===== config.mk =====
export PLATFORM = sky130hd
export DESIGN_NAME = range_set_subtract_unit
export DESIGN_NICKNAME = d
export VERILOG_FILES = /design/src/rtl/rss_pkg.sv /design/src/rtl/rss_ram.sv /design/src/rtl/rss_front.sv /design/src/rtl/rss_back.sv /design/src/rtl/range_set_subtract_unit.sv
export SDC_FILE = /design/constraint.sdc
export NUM_CORES = 2
export LEC_CHECK = 0
export ABC_AREA = 1
export BUFFER_PORTS_ARGS = -buffer_cell sky130_fd_sc_hd__buf_2
export CELL_PAD_IN_SITES_DETAIL_PLACEMENT = 0
export CELL_PAD_IN_SITES_GLOBAL_PLACEMENT = 1
export CORE_ASPECT_RATIO = 0.7
export CORE_MARGIN = 3
export CORE_UTILIZATION = 35
export CTS_CLUSTER_SIZE = 16
export DETAILED_ROUTE_END_ITERATION = 16
export HOLD_SLACK_MARGIN = 0.03
export PLACE_DENSITY = 0.55
export SLEW_MARGIN = 40
export SYNTH_ARGS = -nofsm -noshare
export SYNTH_HDL_FRONTEND = slang
export SYNTH_SLANG_ARGS = --single-unit

===== constraint.sdc =====
create_clock -name clk_i -period 16.45 [get_ports clk_i]
set_input_delay 0.8225 -clock clk_i [delete_from_list [all_inputs] [get_ports clk_i]]
set_output_delay 0.8225 -clock clk_i [all_outputs]
set_load 0.02 [all_outputs]

===== src/rtl/rss_pkg.sv =====
`timescale 1ns / 1ps

package rss_pkg;

  // Width of every address field on the ports.
  localparam int unsigned FIELD_W = 32;
  // Entries in the command queue and in the result queue.
  localparam int unsigned QUEUE_DEPTH = 2;

  typedef enum logic [1:0] {
    OP_APPEND = 2'd0,
    OP_FILTER = 2'd1,
    OP_CLEAR  = 2'd2,
    OP_REWIND = 2'd3
  } op_e;

  typedef enum logic [1:0] {
    ST_IDLE,
    ST_SCAN,
    ST_CMP
  } back_state_e;

  typedef struct packed {
    logic [1:0]         action;
    logic [FIELD_W-1:0] range_low;
    logic [FIELD_W-1:0] range_high;
  } rss_item_t;

  typedef struct packed {
    logic [FIELD_W-1:0] piece_low;
    logic [FIELD_W-1:0] piece_high;
    logic               piece_valid;
    logic               last_piece;
    logic               table_overflow;
  } rss_result_t;

  // Decoded command handed from the front end to the back end.
  typedef struct packed {
    op_e                op;
    logic               keep_empty;
    logic [FIELD_W-1:0] lo;
    logic [FIELD_W-1:0] hi;
  } rss_cmd_t;

  typedef struct packed {
    logic busy;
    logic table_full;
    logic overflow;
  } rss_status_t;

endpackage


===== src/rtl/rss_ram.sv =====
`timescale 1ns / 1ps

module rss_ram #(
  parameter int unsigned WIDTH = 64,
  parameter int unsigned DEPTH = 32
) (
  input  logic                                    clk_i,
  input  logic                                    we_i,
  input  logic [((DEPTH > 1) ? $clog2(DEPTH) : 1)-1:0] waddr_i,
  input  logic [WIDTH-1:0]                        wdata_i,
  input  logic                                    re_i,
  input  logic [((DEPTH > 1) ? $clog2(DEPTH) : 1)-1:0] raddr_i,
  output logic [WIDTH-1:0]                        rdata_o
);

  logic [WIDTH-1:0] mem_q [DEPTH];
  logic [WIDTH-1:0] rdata_q;

  always_ff @(posedge clk_i) begin
    if (we_i) begin
      mem_q[waddr_i] <= wdata_i;
    end
    if (re_i) begin
      rdata_q <= mem_q[raddr_i];
    end
  end

  assign rdata_o = rdata_q;

endmodule


===== src/rtl/rss_front.sv =====
`timescale 1ns / 1ps

module rss_front import rss_pkg::*; #(
  parameter int unsigned ADDR_BITS = 32
) (
  input  logic      clk_i,
  input  logic      rst_ni,
  input  logic      push_i,
  output logic      full_o,
  input  rss_item_t item_i,
  output logic      cmd_valid_o,
  input  logic      cmd_ready_i,
  output rss_cmd_t  cmd_o
);

  localparam int unsigned AW    = (ADDR_BITS < FIELD_W) ? ADDR_BITS : FIELD_W;
  localparam int unsigned PTR_W = (QUEUE_DEPTH > 1) ? $clog2(QUEUE_DEPTH) : 1;
  localparam int unsigned CNT_W = $clog2(QUEUE_DEPTH + 1);

  logic [AW-1:0]    lo_m;
  logic [AW-1:0]    hi_m;
  rss_cmd_t         cmd_in;
  rss_cmd_t         queue_q [QUEUE_DEPTH];
  logic [PTR_W-1:0] wr_ptr_q;
  logic [PTR_W-1:0] rd_ptr_q;
  logic [CNT_W-1:0] cnt_q;
  logic             wr_en;
  logic             rd_en;

  // Addresses are cut to the configured address width, and a keep range
  // whose high end lies below its low end is flagged here once.
  always_comb begin
    lo_m              = item_i.range_low[AW-1:0];
    hi_m              = item_i.range_high[AW-1:0];
    cmd_in.op         = op_e'(item_i.action);
    cmd_in.keep_empty = (lo_m > hi_m);
    cmd_in.lo         = FIELD_W'(lo_m);
    cmd_in.hi         = FIELD_W'(hi_m);
  end

  assign full_o      = (cnt_q == CNT_W'(QUEUE_DEPTH));
  assign cmd_valid_o = (cnt_q != '0);
  assign wr_en       = push_i && !full_o;
  assign rd_en       = cmd_valid_o && cmd_ready_i;
  assign cmd_o       = queue_q[rd_ptr_q];

  always_ff @(posedge clk_i) begin
    if (wr_en) begin
      queue_q[wr_ptr_q] <= cmd_in;
    end
  end

  always_ff @(posedge clk_i or negedge rst_ni) begin
    if (!rst_ni) begin
      wr_ptr_q <= '0;
      rd_ptr_q <= '0;
      cnt_q    <= '0;
    end else begin
      if (wr_en) begin
        wr_ptr_q <= (wr_ptr_q == PTR_W'(QUEUE_DEPTH - 1)) ? '0 : wr_ptr_q + PTR_W'(1);
      end
      if (rd_en) begin
        rd_ptr_q <= (rd_ptr_q == PTR_W'(QUEUE_DEPTH - 1)) ? '0 : rd_ptr_q + PTR_W'(1);
      end
      cnt_q <= cnt_q + CNT_W'(wr_en) - CNT_W'(rd_en);
    end
  end

endmodule


===== src/rtl/rss_back.sv =====
`timescale 1ns / 1ps

module rss_back import rss_pkg::*; #(
  parameter int unsigned EXCL_DEPTH = 32,
  parameter int unsigned ADDR_BITS  = 32
) (
  input  logic        clk_i,
  input  logic        rst_ni,
  input  logic        cmd_valid_i,
  output logic        cmd_ready_o,
  input  rss_cmd_t    cmd_i,
  input  logic        pop_i,
  output logic        empty_o,
  output rss_result_t result_o,
  output rss_status_t status_o
);

  localparam int unsigned AW    = (ADDR_BITS < FIELD_W) ? ADDR_BITS : FIELD_W;
  localparam int unsigned IW    = (EXCL_DEPTH > 1) ? $clog2(EXCL_DEPTH) : 1;
  localparam int unsigned CW    = $clog2(EXCL_DEPTH + 1);
  localparam int unsigned PTR_W = (QUEUE_DEPTH > 1) ? $clog2(QUEUE_DEPTH) : 1;
  localparam int unsigned CNT_W = $clog2(QUEUE_DEPTH + 1);

  back_state_e state_q, state_d;
  logic [CW-1:0] count_q, count_d;
  logic [CW-1:0] scan_q, scan_d;
  logic          ovf_q, ovf_d;
  logic [AW-1:0] lo1_q, lo1_d;
  logic [AW-1:0] hi1_q, hi1_d;
  logic          alive_q, alive_d;
  logic          pend_valid_q, pend_valid_d;
  logic [AW-1:0] pend_lo_q, pend_lo_d;
  logic [AW-1:0] pend_hi_q, pend_hi_d;

  logic            ram_we;
  logic            ram_re;
  logic [2*AW-1:0] ram_wdata;
  logic [2*AW-1:0] ram_rdata;
  logic [AW-1:0]   lo2;
  logic [AW-1:0]   hi2;

  logic          cmp_skip;
  logic          cmp_above;
  logic          cmp_head;
  logic          cmp_eq;
  logic          cmp_less;
  logic          cmp_new;
  logic [AW-1:0] head_hi;
  logic [AW-1:0] tail_lo;
  logic          scan_more;
  logic          stall;

  rss_result_t      oq_q [QUEUE_DEPTH];
  logic [PTR_W-1:0] oq_wr_q;
  logic [PTR_W-1:0] oq_rd_q;
  logic [CNT_W-1:0] oq_cnt_q;
  logic             out_full;
  logic             out_push;
  logic             out_pop;
  rss_result_t      out_data;

  rss_ram #(
    .WIDTH (2 * AW),
    .DEPTH (EXCL_DEPTH)
  ) u_excl_ram (
    .clk_i   (clk_i),
    .we_i    (ram_we),
    .waddr_i (count_q[IW-1:0]),
    .wdata_i (ram_wdata),
    .re_i    (ram_re),
    .raddr_i (scan_q[IW-1:0]),
    .rdata_o (ram_rdata)
  );

  assign lo2       = ram_rdata[2*AW-1:AW];
  assign hi2       = ram_rdata[AW-1:0];
  assign ram_wdata = {cmd_i.lo[AW-1:0], cmd_i.hi[AW-1:0]};

  assign out_full = (oq_cnt_q == CNT_W'(QUEUE_DEPTH));
  assign empty_o  = (oq_cnt_q == '0);
  assign out_pop  = pop_i && !empty_o;
  assign result_o = oq_q[oq_rd_q];

  assign cmd_ready_o         = (state_q == ST_IDLE);
  assign status_o.busy       = (state_q != ST_IDLE);
  assign status_o.table_full = (count_q == CW'(EXCL_DEPTH));
  assign status_o.overflow   = ovf_q;

  // Compare the remaining keep range against the table entry just read.
  always_comb begin
    cmp_skip  = (lo1_q > hi2);
    cmp_above = (lo2 > hi1_q);
    cmp_head  = (lo1_q < lo2);
    cmp_eq    = (hi1_q == hi2);
    cmp_less  = (hi1_q < hi2);
    head_hi   = lo2 - AW'(1);
    tail_lo   = hi2 + AW'(1);
    cmp_new   = !cmp_skip && (cmp_above || cmp_head);
    scan_more = (scan_q < count_q);
    case (state_q)
      ST_SCAN: stall = out_full && (alive_q ? (!scan_more && pend_valid_q) : 1'b1);
      ST_CMP:  stall = out_full && cmp_new && pend_valid_q;
      default: stall = 1'b0;
    endcase
  end

  always_comb begin
    state_d = state_q;
    case (state_q)
      ST_IDLE: begin
        if (cmd_valid_i && (cmd_i.op == OP_FILTER)) begin
          state_d = ST_SCAN;
        end
      end
      ST_SCAN: begin
        if (!stall) begin
          if (alive_q && scan_more) begin
            state_d = ST_CMP;
          end else if (!alive_q) begin
            state_d = ST_IDLE;
          end
        end
      end
      ST_CMP: begin
        if (!stall) begin
          state_d = ST_SCAN;
        end
      end
      default: state_d = ST_IDLE;
    endcase
  end

  // A found piece is held back one step, because only the next step tells
  // whether it is the last one of its keep range.
  always_comb begin
    count_d      = count_q;
    scan_d       = scan_q;
    ovf_d        = ovf_q;
    lo1_d        = lo1_q;
    hi1_d        = hi1_q;
    alive_d      = alive_q;
    pend_valid_d = pend_valid_q;
    pend_lo_d    = pend_lo_q;
    pend_hi_d    = pend_hi_q;
    ram_we       = 1'b0;
    ram_re       = 1'b0;
    out_push     = 1'b0;
    out_data.piece_low      = FIELD_W'(pend_lo_q);
    out_data.piece_high     = FIELD_W'(pend_hi_q);
    out_data.piece_valid    = 1'b1;
    out_data.last_piece     = 1'b0;
    out_data.table_overflow = ovf_q;

    case (state_q)
      ST_IDLE: begin
        if (cmd_valid_i) begin
          case (cmd_i.op)
            OP_APPEND: begin
              if (count_q < CW'(EXCL_DEPTH)) begin
                ram_we  = 1'b1;
                count_d = count_q + CW'(1);
              end else begin
                ovf_d = 1'b1;
              end
            end
            OP_FILTER: begin
              lo1_d        = cmd_i.lo[AW-1:0];
              hi1_d        = cmd_i.hi[AW-1:0];
              alive_d      = !cmd_i.keep_empty;
              pend_valid_d = 1'b0;
            end
            OP_CLEAR: begin
              count_d = '0;
              scan_d  = '0;
              ovf_d   = 1'b0;
            end
            OP_REWIND: begin
              scan_d = '0;
            end
            default: begin
              scan_d = scan_q;
            end
          endcase
        end
      end
      ST_SCAN: begin
        if (!stall) begin
          if (alive_q && scan_more) begin
            ram_re = 1'b1;
          end else if (alive_q) begin
            out_push     = pend_valid_q;
            pend_lo_d    = lo1_q;
            pend_hi_d    = hi1_q;
            pend_valid_d = 1'b1;
            alive_d      = 1'b0;
          end else begin
            out_push            = 1'b1;
            out_data.last_piece = 1'b1;
            if (!pend_valid_q) begin
              out_data.piece_low   = '0;
              out_data.piece_high  = '0;
              out_data.piece_valid = 1'b0;
            end
          end
        end
      end
      ST_CMP: begin
        if (!stall) begin
          if (cmp_new) begin
            out_push     = pend_valid_q;
            pend_lo_d    = lo1_q;
            pend_hi_d    = cmp_above ? hi1_q : head_hi;
            pend_valid_d = 1'b1;
          end
          if (cmp_skip) begin
            scan_d = scan_q + CW'(1);
          end else if (cmp_above) begin
            alive_d = 1'b0;
          end else begin
            lo1_d = lo2;
            if (cmp_eq) begin
              scan_d  = scan_q + CW'(1);
              alive_d = 1'b0;
            end else if (cmp_less) begin
              alive_d = 1'b0;
            end else begin
              lo1_d  = tail_lo;
              scan_d = scan_q + CW'(1);
            end
          end
        end
      end
      default: begin
        alive_d = 1'b0;
      end
    endcase
  end

  always_ff @(posedge clk_i or negedge rst_ni) begin
    if (!rst_ni) begin
      state_q      <= ST_IDLE;
      count_q      <= '0;
      scan_q       <= '0;
      ovf_q        <= 1'b0;
      alive_q      <= 1'b0;
      pend_valid_q <= 1'b0;
    end else begin
      state_q      <= state_d;
      count_q      <= count_d;
      scan_q       <= scan_d;
      ovf_q        <= ovf_d;
      alive_q      <= alive_d;
      pend_valid_q <= pend_valid_d;
    end
  end

  always_ff @(posedge clk_i) begin
    lo1_q     <= lo1_d;
    hi1_q     <= hi1_d;
    pend_lo_q <= pend_lo_d;
    pend_hi_q <= pend_hi_d;
    if (out_push) begin
      oq_q[oq_wr_q] <= out_data;
    end
  end

  always_ff @(posedge clk_i or negedge rst_ni) begin
    if (!rst_ni) begin
      oq_wr_q  <= '0;
      oq_rd_q  <= '0;
      oq_cnt_q <= '0;
    end else begin
      if (out_push) begin
        oq_wr_q <= (oq_wr_q == PTR_W'(QUEUE_DEPTH - 1)) ? '0 : oq_wr_q + PTR_W'(1);
      end
      if (out_pop) begin
        oq_rd_q <= (oq_rd_q == PTR_W'(QUEUE_DEPTH - 1)) ? '0 : oq_rd_q + PTR_W'(1);
      end
      oq_cnt_q <= oq_cnt_q + CNT_W'(out_push) - CNT_W'(out_pop);
    end
  end

endmodule


===== src/rtl/range_set_subtract_unit.sv =====
`timescale 1ns / 1ps

// Range set subtraction. Exclusion ranges are appended to an internal table
// in ascending, non-overlapping order; keep ranges, also ascending, are then
// filtered against it, and the parts of each keep range that no exclusion
// range covers come out as result transactions, the final one marked
// last_piece. A keep range with nothing left gives one result with
// piece_valid low. Other actions clear the table or rewind the scan pointer.
// Input: a transaction is taken when push is high and full is low. Output:
// the oldest result sits on result_o while empty is low and is taken when pop
// is high. A two-entry command queue separates the decoder from the engine,
// and a two-entry result queue lets results wait without blocking new input.
// Timing: an append, clear or rewind is handled while the engine is idle, so
// they flow at one per cycle as long as no filter is in progress. A filter
// walks the table from the scan pointer; each entry it examines takes a
// registered RAM read, then a compare. The pointer only moves forward, apart
// from a clear or rewind, so a walk stays short on average. Reset empties
// both queues, the table count, the pointer and the overflow flag. When pop
// stays low the engine stops once the result queue is full.
module range_set_subtract_unit import rss_pkg::*; #(
  parameter int unsigned EXCL_DEPTH = 32,
  parameter int unsigned ADDR_BITS  = 32
) (
  input  logic        clk_i,
  input  logic        rst_ni,
  input  logic        push,
  output logic        full,
  input  rss_item_t   item_i,
  output logic        empty,
  input  logic        pop,
  output rss_result_t result_o
);

  logic        cmd_valid;
  logic        cmd_ready;
  rss_cmd_t    cmd;
  rss_status_t status;

  // The front end decodes each input transaction and queues it.
  rss_front #(
    .ADDR_BITS (ADDR_BITS)
  ) u_front (
    .clk_i       (clk_i),
    .rst_ni      (rst_ni),
    .push_i      (push),
    .full_o      (full),
    .item_i      (item_i),
    .cmd_valid_o (cmd_valid),
    .cmd_ready_i (cmd_ready),
    .cmd_o       (cmd)
  );

  // The back end owns the table and walks it for each keep range.
  rss_back #(
    .EXCL_DEPTH (EXCL_DEPTH),
    .ADDR_BITS  (ADDR_BITS)
  ) u_back (
    .clk_i       (clk_i),
    .rst_ni      (rst_ni),
    .cmd_valid_i (cmd_valid),
    .cmd_ready_o (cmd_ready),
    .cmd_i       (cmd),
    .pop_i       (pop),
    .empty_o     (empty),
    .result_o    (result_o),
    .status_o    (status)
  );

`ifndef SYNTHESIS
  // An empty result always closes its keep range.
  assert property (@(posedge clk_i) disable iff (!rst_ni)
    (!empty && !result_o.piece_valid) |-> result_o.last_piece)
    else $error("empty result not marked last");

  // A filter command taken by the engine keeps it busy in the next cycle.
  assert property (@(posedge clk_i) disable iff (!rst_ni)
    (cmd_valid && cmd_ready && (cmd.op == OP_FILTER)) |=> status.busy)
    else $error("filter command did not start a scan");

  // The table only stops being full through a clear command.
  assert property (@(posedge clk_i) disable iff (!rst_ni)
    $fell(status.table_full) |-> $past(cmd_valid && cmd_ready && (cmd.op == OP_CLEAR)))
    else $error("table count dropped without a clear");

  // A dropped append can only have happened against a full table.
  assert property (@(posedge clk_i) disable iff (!rst_ni)
    status.overflow |-> status.table_full)
    else $error("overflow flag set while table not full");
`endif

endmodule


# --- Word-level counts from Yosys, hierarchy flattened ---
# Memories as Yosys holds them, arrays and structs flattened. A register that Yosys moved wholly into a read port is not among the register bits.
# Index checks and enable logic that the tools add are counted.
totals:
  ff_bits: 153
  ram_bits: 2316
  output_inout_bits: 69
  mem_count: 3
memory_table:
  columns: ["name", "words", "word_bits", "rd", "rd_ports_with_merged_regs", "write_ports", "line_no", "text"]
  rows:
  - ["u_back.u_excl_ram.mem_q", 32, 64, 1, 1, 1, "rss_ram.sv:16", "logic [WIDTH-1:0] mem_q [DEPTH];"]
  - ["u_back.oq_q", 2, 67, 1, 0, 1, "rss_back.sv:53", "rss_result_t oq_q [QUEUE_DEPTH];"]
  - ["u_front.queue_q", 2, 67, 1, 0, 1, "rss_front.sv:23", "rss_cmd_t queue_q [QUEUE_DEPTH];"]
classes:
  addsub: 12
  n_lt_le_gt_ge: 7
  n_eq_ne: 25
  mux: 87
  n_reduce_logical: 34
ops:
  columns: ["op", "count"]
  rows:
  - ["$mux 32", 18]
  - ["$mux 66", 4]
  - ["$pmux 32 s2", 3]
  - ["$gt 32x32->1", 3]
  - ["$mux 65", 1]
  - ["$lt 32x32->1", 2]
  - ["$mux 6", 8]
  - ["$mux 1", 40]
  - ["$add 32x1->32 const B", 1]
  - ["$eq 32x32->1", 1]
  - ["$sub 32x1->32 const B", 1]
  - ["$pmux 6 s2", 2]
  - ["$reduce_and 6->1", 3]
  - ["$ne 2x2->1 const B", 7]
  - ["$add 6x1->6 const B", 2]
  - ["$ne 2x1->1 const B", 6]
  - ["$reduce_and 4->1", 3]
  - ["$eq 2x2->1 const B", 5]
  - ["$logic_and 1x1->1", 10]
  - ["$mux 2", 5]
  - ["$reduce_and 8->1", 1]
  - ["$reduce_bool 2->1", 4]
  - ["$reduce_and 7->1", 1]
  - ["$logic_not 2->1", 3]
  - ["18 further kinds", 31]

# --- Longest topological paths before layout ---
depth:
  word_depth: 10
  ltp_mapped: 25

# --- Modules after synthesis ---
# From an unflattened synthesis, not the netlist that was laid out.
hier_totals:
  hier_cells: 9019
  hier_area_um2: 105952.9
modules_own_cells:
  columns: ["module", "n_inst", "cells_per_inst", "area_each_um2"]
  rows:
  - ["rss_ram", 1, 6768, 83662.7]
  - ["rss_back", 1, 1734, 16331.9]
  - ["rss_front", 1, 517, 5958.2]

# --- Worst setup path before layout ---
# Ideal clock, no wire load.
synth_timing:
  path_type: "reg2reg"
  start: "reg u_back.u_excl_ram.rdata_q[19] (netlist: u_back.u_excl_ram.rdata_o[19]) (read register of u_back.u_excl_ram.mem_q)"
  end: "reg u_back.pend_hi_q[0], enable pin"
  arrival_time_ns: 4.888
  t_required_ns: 15.943
  slack_ns: 11.054
  stages_incl_launch_ff: 16
  period_less_slack_ns: 5.396
  path_cell_list: "edfxtp_1 > inv_1 > ha_1 > a21oi_1 > o21ai_0 > nand2_1 > nand3_1 > a21oi_1 > nand2_1 > nand2_1 > nand2_1 > nand2_1 > nand2_1 > a21oi_1 > nand3_1 > a21oi_1"
synth_between:
  elab_chain_len: 8
  word_cells_on_any_way: 10
synth_lines:
  columns: ["item", "line_no", "text"]
  rows:
  - ["start, declared", "rss_ram.sv:17", "logic [WIDTH-1:0] rdata_q;"]
  - ["$gt 32x32->1 *", "rss_back.sv:91", "cmp_skip = (lo1_q > hi2);"]
  - ["$logic_not 1->1 *", "rss_back.sv:98", "cmp_new = !cmp_skip && (cmp_above || cmp_head);"]
  - ["$logic_and 1x1->1 *", "rss_back.sv:98", null]
  - ["$logic_and 1x1->1 (2 in series)", "rss_back.sv:102", "ST_CMP: stall = out_full && cmp_new && pend_valid_q;"]
  - ["$pmux 1 s2", "rss_back.sv:100", "case (state_q)"]
  - ["$ne 2x2->1 (no source line)", null, null]
  - ["$reduce_and 6->1 (no source line) *", null, null]
  - ["end signal, assigned", "rss_back.sv:261", "pend_hi_q <= pend_hi_d;"]
  - ["end, declared", "rss_back.sv:33", "logic [AW-1:0] pend_hi_q, pend_hi_d;"]
# Mark *: on every way between the ends. The rest lies on a longest branch, timed or not.
# A chain may end at the register's enable or synchronous reset.

# --- Final worst setup path ---
layout_timing:
  start: "reg u_front.rd_ptr_q"
  end: "mem u_back.u_excl_ram.mem_q[28][29], enable pin"
layout_between:
  elab_chain_len: 7
layout_lines:
  columns: ["item", "line_no", "text"]
  rows:
  - ["start, declared", "rss_front.sv:25", "logic [PTR_W-1:0] rd_ptr_q;"]
  - ["start signal, assigned", "rss_front.sv:63", "rd_ptr_q <= (rd_ptr_q == PTR_W'(QUEUE_DEPTH - 1)) ? '0 : rd_ptr_q + PTR_W'(1);"]
  - ["$mem_v2 2x67", null, null]
  - ["$logic_not 2->1", "rss_back.sv:157", "case (cmd_i.op)"]
  - ["$mux 1", "rss_back.sv:157", null]
  - ["$mux 1", "rss_back.sv:156", "if (cmd_valid_i) begin"]
  - ["$mux 1", "rss_back.sv:154", "case (state_q)"]
  - ["$mux 1", "rss_ram.sv:20", "if (we_i) begin"]
  - ["$mux 1 (not written as such)", "rss_ram.sv:21", "mem_q[waddr_i] <= wdata_i;"]
  - ["end, declared", "rss_ram.sv:16", null]
# Every way passes these cells.

==> out/metrics.yaml <==
outcome: "finished clean"
drt-wirelength-per-cell_um: 29.28
grt_pass1_wl_mm: 505.0
cts_hold_buf: 1
cts_root_buf: "clkbuf_16"
core_area_sq_mm: 0.2929
cts_sinks: 2533
grt.total_usage_pct: 23.56
grt-ovfl-total: 0
fmax_mhz: 176.8
start_kind: "flip-flop"
grt_max_degree: 157
viasPerCell: 5.530
grtUsageMet3_pct: 5.198
hp-class: "in2reg"
yosysSeqAreaShare_pct: 73.53
synth_ff_type: "edfxtp_1"
post_cts_buffers: 0
drv_slew: 0
place_ws_ps: 10700
hold_viol: 0
setup_viol: 0
clk_pin_slew_worst_paths_ps: 70
final.setup.tns_ps: 0
antenna_found_initial: 31
cts_made_buffers: 248
final_antenna_net_count: 0
drtIter0Drc: 9083
clockBufferDepth: 4
htree_levels: 4
vias: 68564
critPathCaptureType: "flip-flop"
synth_edf_count: 2508
cellPowerDensity_mw_per_mm2: 172.9
wl_mm: 363.0
die_y_um: 460.5
layout_commonest_cell: "edfxtp_1"
dieArea_sq_mm: 0.3017
areaGrowthSynthToFinish_pct: 13.57
design_area_sq_mm: 0.1173
ys_seq_elements: 2533
start_util_pct: 35.26
cts_tree: "built"
num_rows: 166
insertion_delay_ps: 930
first_pass_iters: 5
cts_resized: 0
nNetsFinal: 8576
drive_gt1_share_pct: 9.617
globalplace.congestion: 0.8474
ios: 139
fin_crit_sh_pct: 34.38
crit_required_ps: 16990
layout_common_cells: "2508 x edfxtp_1, 1338 x nor2_1, 1330 x o21ai_0"
peakVddDrop_mv: 0.1176
worstMarginPinSlew_ps: 934.0
syn_area_per_cell_sq_um: 12.52
grt_use_met1_pct: 36.65
cp.arrival_ps: 6200
rsz0062_at_grt: "false"
grt_pass1_vias: 63662
synth.distinct_cells: 52
p_leak_uw: 0.04073
grt_use_met2_pct: 33.57
slew_headroom_pct: 37.73
async_flop_share_pct: 0.9870
cp_max_fo: 66
grt-busiest-layer: "met1"
synthesis.area_sq_mm: 0.1033
synth_fp_nets: 8497
fin_crit_ps: 5656
route.detailed.drc: 0
fin_ws_ps: 10790
place_hpwl_mm: 213.8
finClkSkew_ps: 82.59
dp_cells: 11937
critPathKind: "reg2reg"
port-buffer-count: 138
place_area_sq_mm: 0.1092
final_cells: 12398
die_w_um: 655.2
syn_inst: 8247
yosys_warnings: 0
drv_cap: 0
cell usage after synthesis, drive strengths merged (4+ instances only):
cell    number  area [sq um]
edfxtp    2508         75310
nor2      1382          5205
o21ai     1339          6701
nand2      998          3761
o22ai      611          3822
clkbuf     410          1540
inv        303          1137
ha         180          2252
a21oi      167         835.8
buf         89         445.4
nand3       61         315.3
xor2        49         429.2
nand4       29         187.7
nor3        26         150.2
dfrtp       25         625.6
o31ai       23         172.7
o21a         6         45.04
a31oi        5         31.28
nor4         5         58.80
a32o         4         40.04
area by class of cell:
class	instances	area (sq um)
Multi-Input combinational cell	4909	24760
Antenna cell	7	17.52
Timing Repair Buffer	328	2569
Sequential cell	2533	75960
Tap cell	3864	4835
Clock buffer	292	6435
Clock inverter	159	1523
Inverter	306	1189
Fill cell	27536	175600
state kept, by name (all words and copies together), names as in the netlist:
signal                     count
u_back.pend_valid_q            1
u_back.count_q                 6
u_back.oq_wr_q                 1
u_front.cnt_q                  2
u_back.u_excl_ram.mem_q     2048
u_back.lo1_q                  32
u_back.oq_rd_q                 1
u_back.state_q                 2
u_back.oq_cnt_q                2
u_back.u_excl_ram.rdata_o     64
u_back.pend_hi_q              32
u_front.queue_q              134
u_front.rd_ptr_q               1
u_back.oq_q                  134
u_back.scan_q                  6
u_back.pend_lo_q              32
u_front.wr_ptr_q               1
u_back.alive_q                 1
u_back.hi1_q                  32
u_back.ovf_q                   1
layer usage:
layer,share of wire (%),wire (um)
met5,0.0033,12
met4,1.9,6881
met3,9.0,32820
met2,42,151500
met1,47,171800
worst paths after layout:
| path | startpoint | endpoint | slack, ps | depth (start not counted) |
|---|---|---|---|---|
| min in group asynchronous | rst_ni | u_back.oq_cnt_q[1]$_DFF_PN0_ | 520 | 2 |
| setup reg to reg | u_front.rd_ptr_q$_DFFE_PN0P_ | u_back.u_excl_ram.mem_q[28][29]$_DFFE_PP_ | 10790 | 12 |
| hold reg to reg | u_back.pend_lo_q[16]$_DFFE_PP_ | u_back.oq_q[1][51]$_DFFE_PP_ | 520 | 2 |
| setup / recovery | u_front.rd_ptr_q$_DFFE_PN0P_ | u_back.u_excl_ram.mem_q[28][29]$_DFFE_PP_ | 10790 | 12 |
| max in group asynchronous | rst_ni | u_back.scan_q[3]$_DFFE_PN0P_ | 15350 | 2 |
| hold / removal | item_i[32] | u_front.queue_q[0][32]$_DFFE_PP_ | 120 | 1 |
logic make-up (layout without fill, tap and decap cells):
kind of cell | after synthesis | after routing | synth area share [%]
buffers and inverters | 805 | 1085 | 3.035
AO/OA/AOI/OAI | 2169 | 2169 | 11.39
AND/OR/NAND/NOR | 2508 | 2508 | 9.421
XOR/XNOR | 52 | 52 | 0.4410
adder cells (fa/ha/maj) | 180 | 180 | 2.181
flip-flops | 2533 | 2533 | 73.53
other | 0 | 7 | 0
per-stage QoR:
step                      hold slack [ps]  util [%]  total power [uW]
final                               121.0     40.05             20280
after global placement              512.5     37.10             14560
after detailed placement            514.8     37.30             14640
after global routing                69.51     40.04             21170
after floorplan                     426.4         -             11970
after CTS                           44.78     40.02             20340
worst max-delay path, stage by stage (launching register included):
cell	delay, ps
dfrtp_4	430
buf_4	600
inv_2	90
or2_1	230
o21ai_0	150
inv_1	80
nor2_1	310
inv_1	160
nor3_2	470
nand2_1	630
nor2_4	800
buf_4	690
buf_4	590
power by group:
part / total, uW / switching [uW] / internal, uW / leakage (uW)
clock network: 5740 / 2510 / 3230 / 0.00393
logic: 5570 / 4380 / 1190 / 0.0138
registers: 8970 / 378 / 8590 / 0.0230
total: 20300 / 7260 / 13000 / 0.0407
Note: power is estimated with default switching activity, not from simulation.
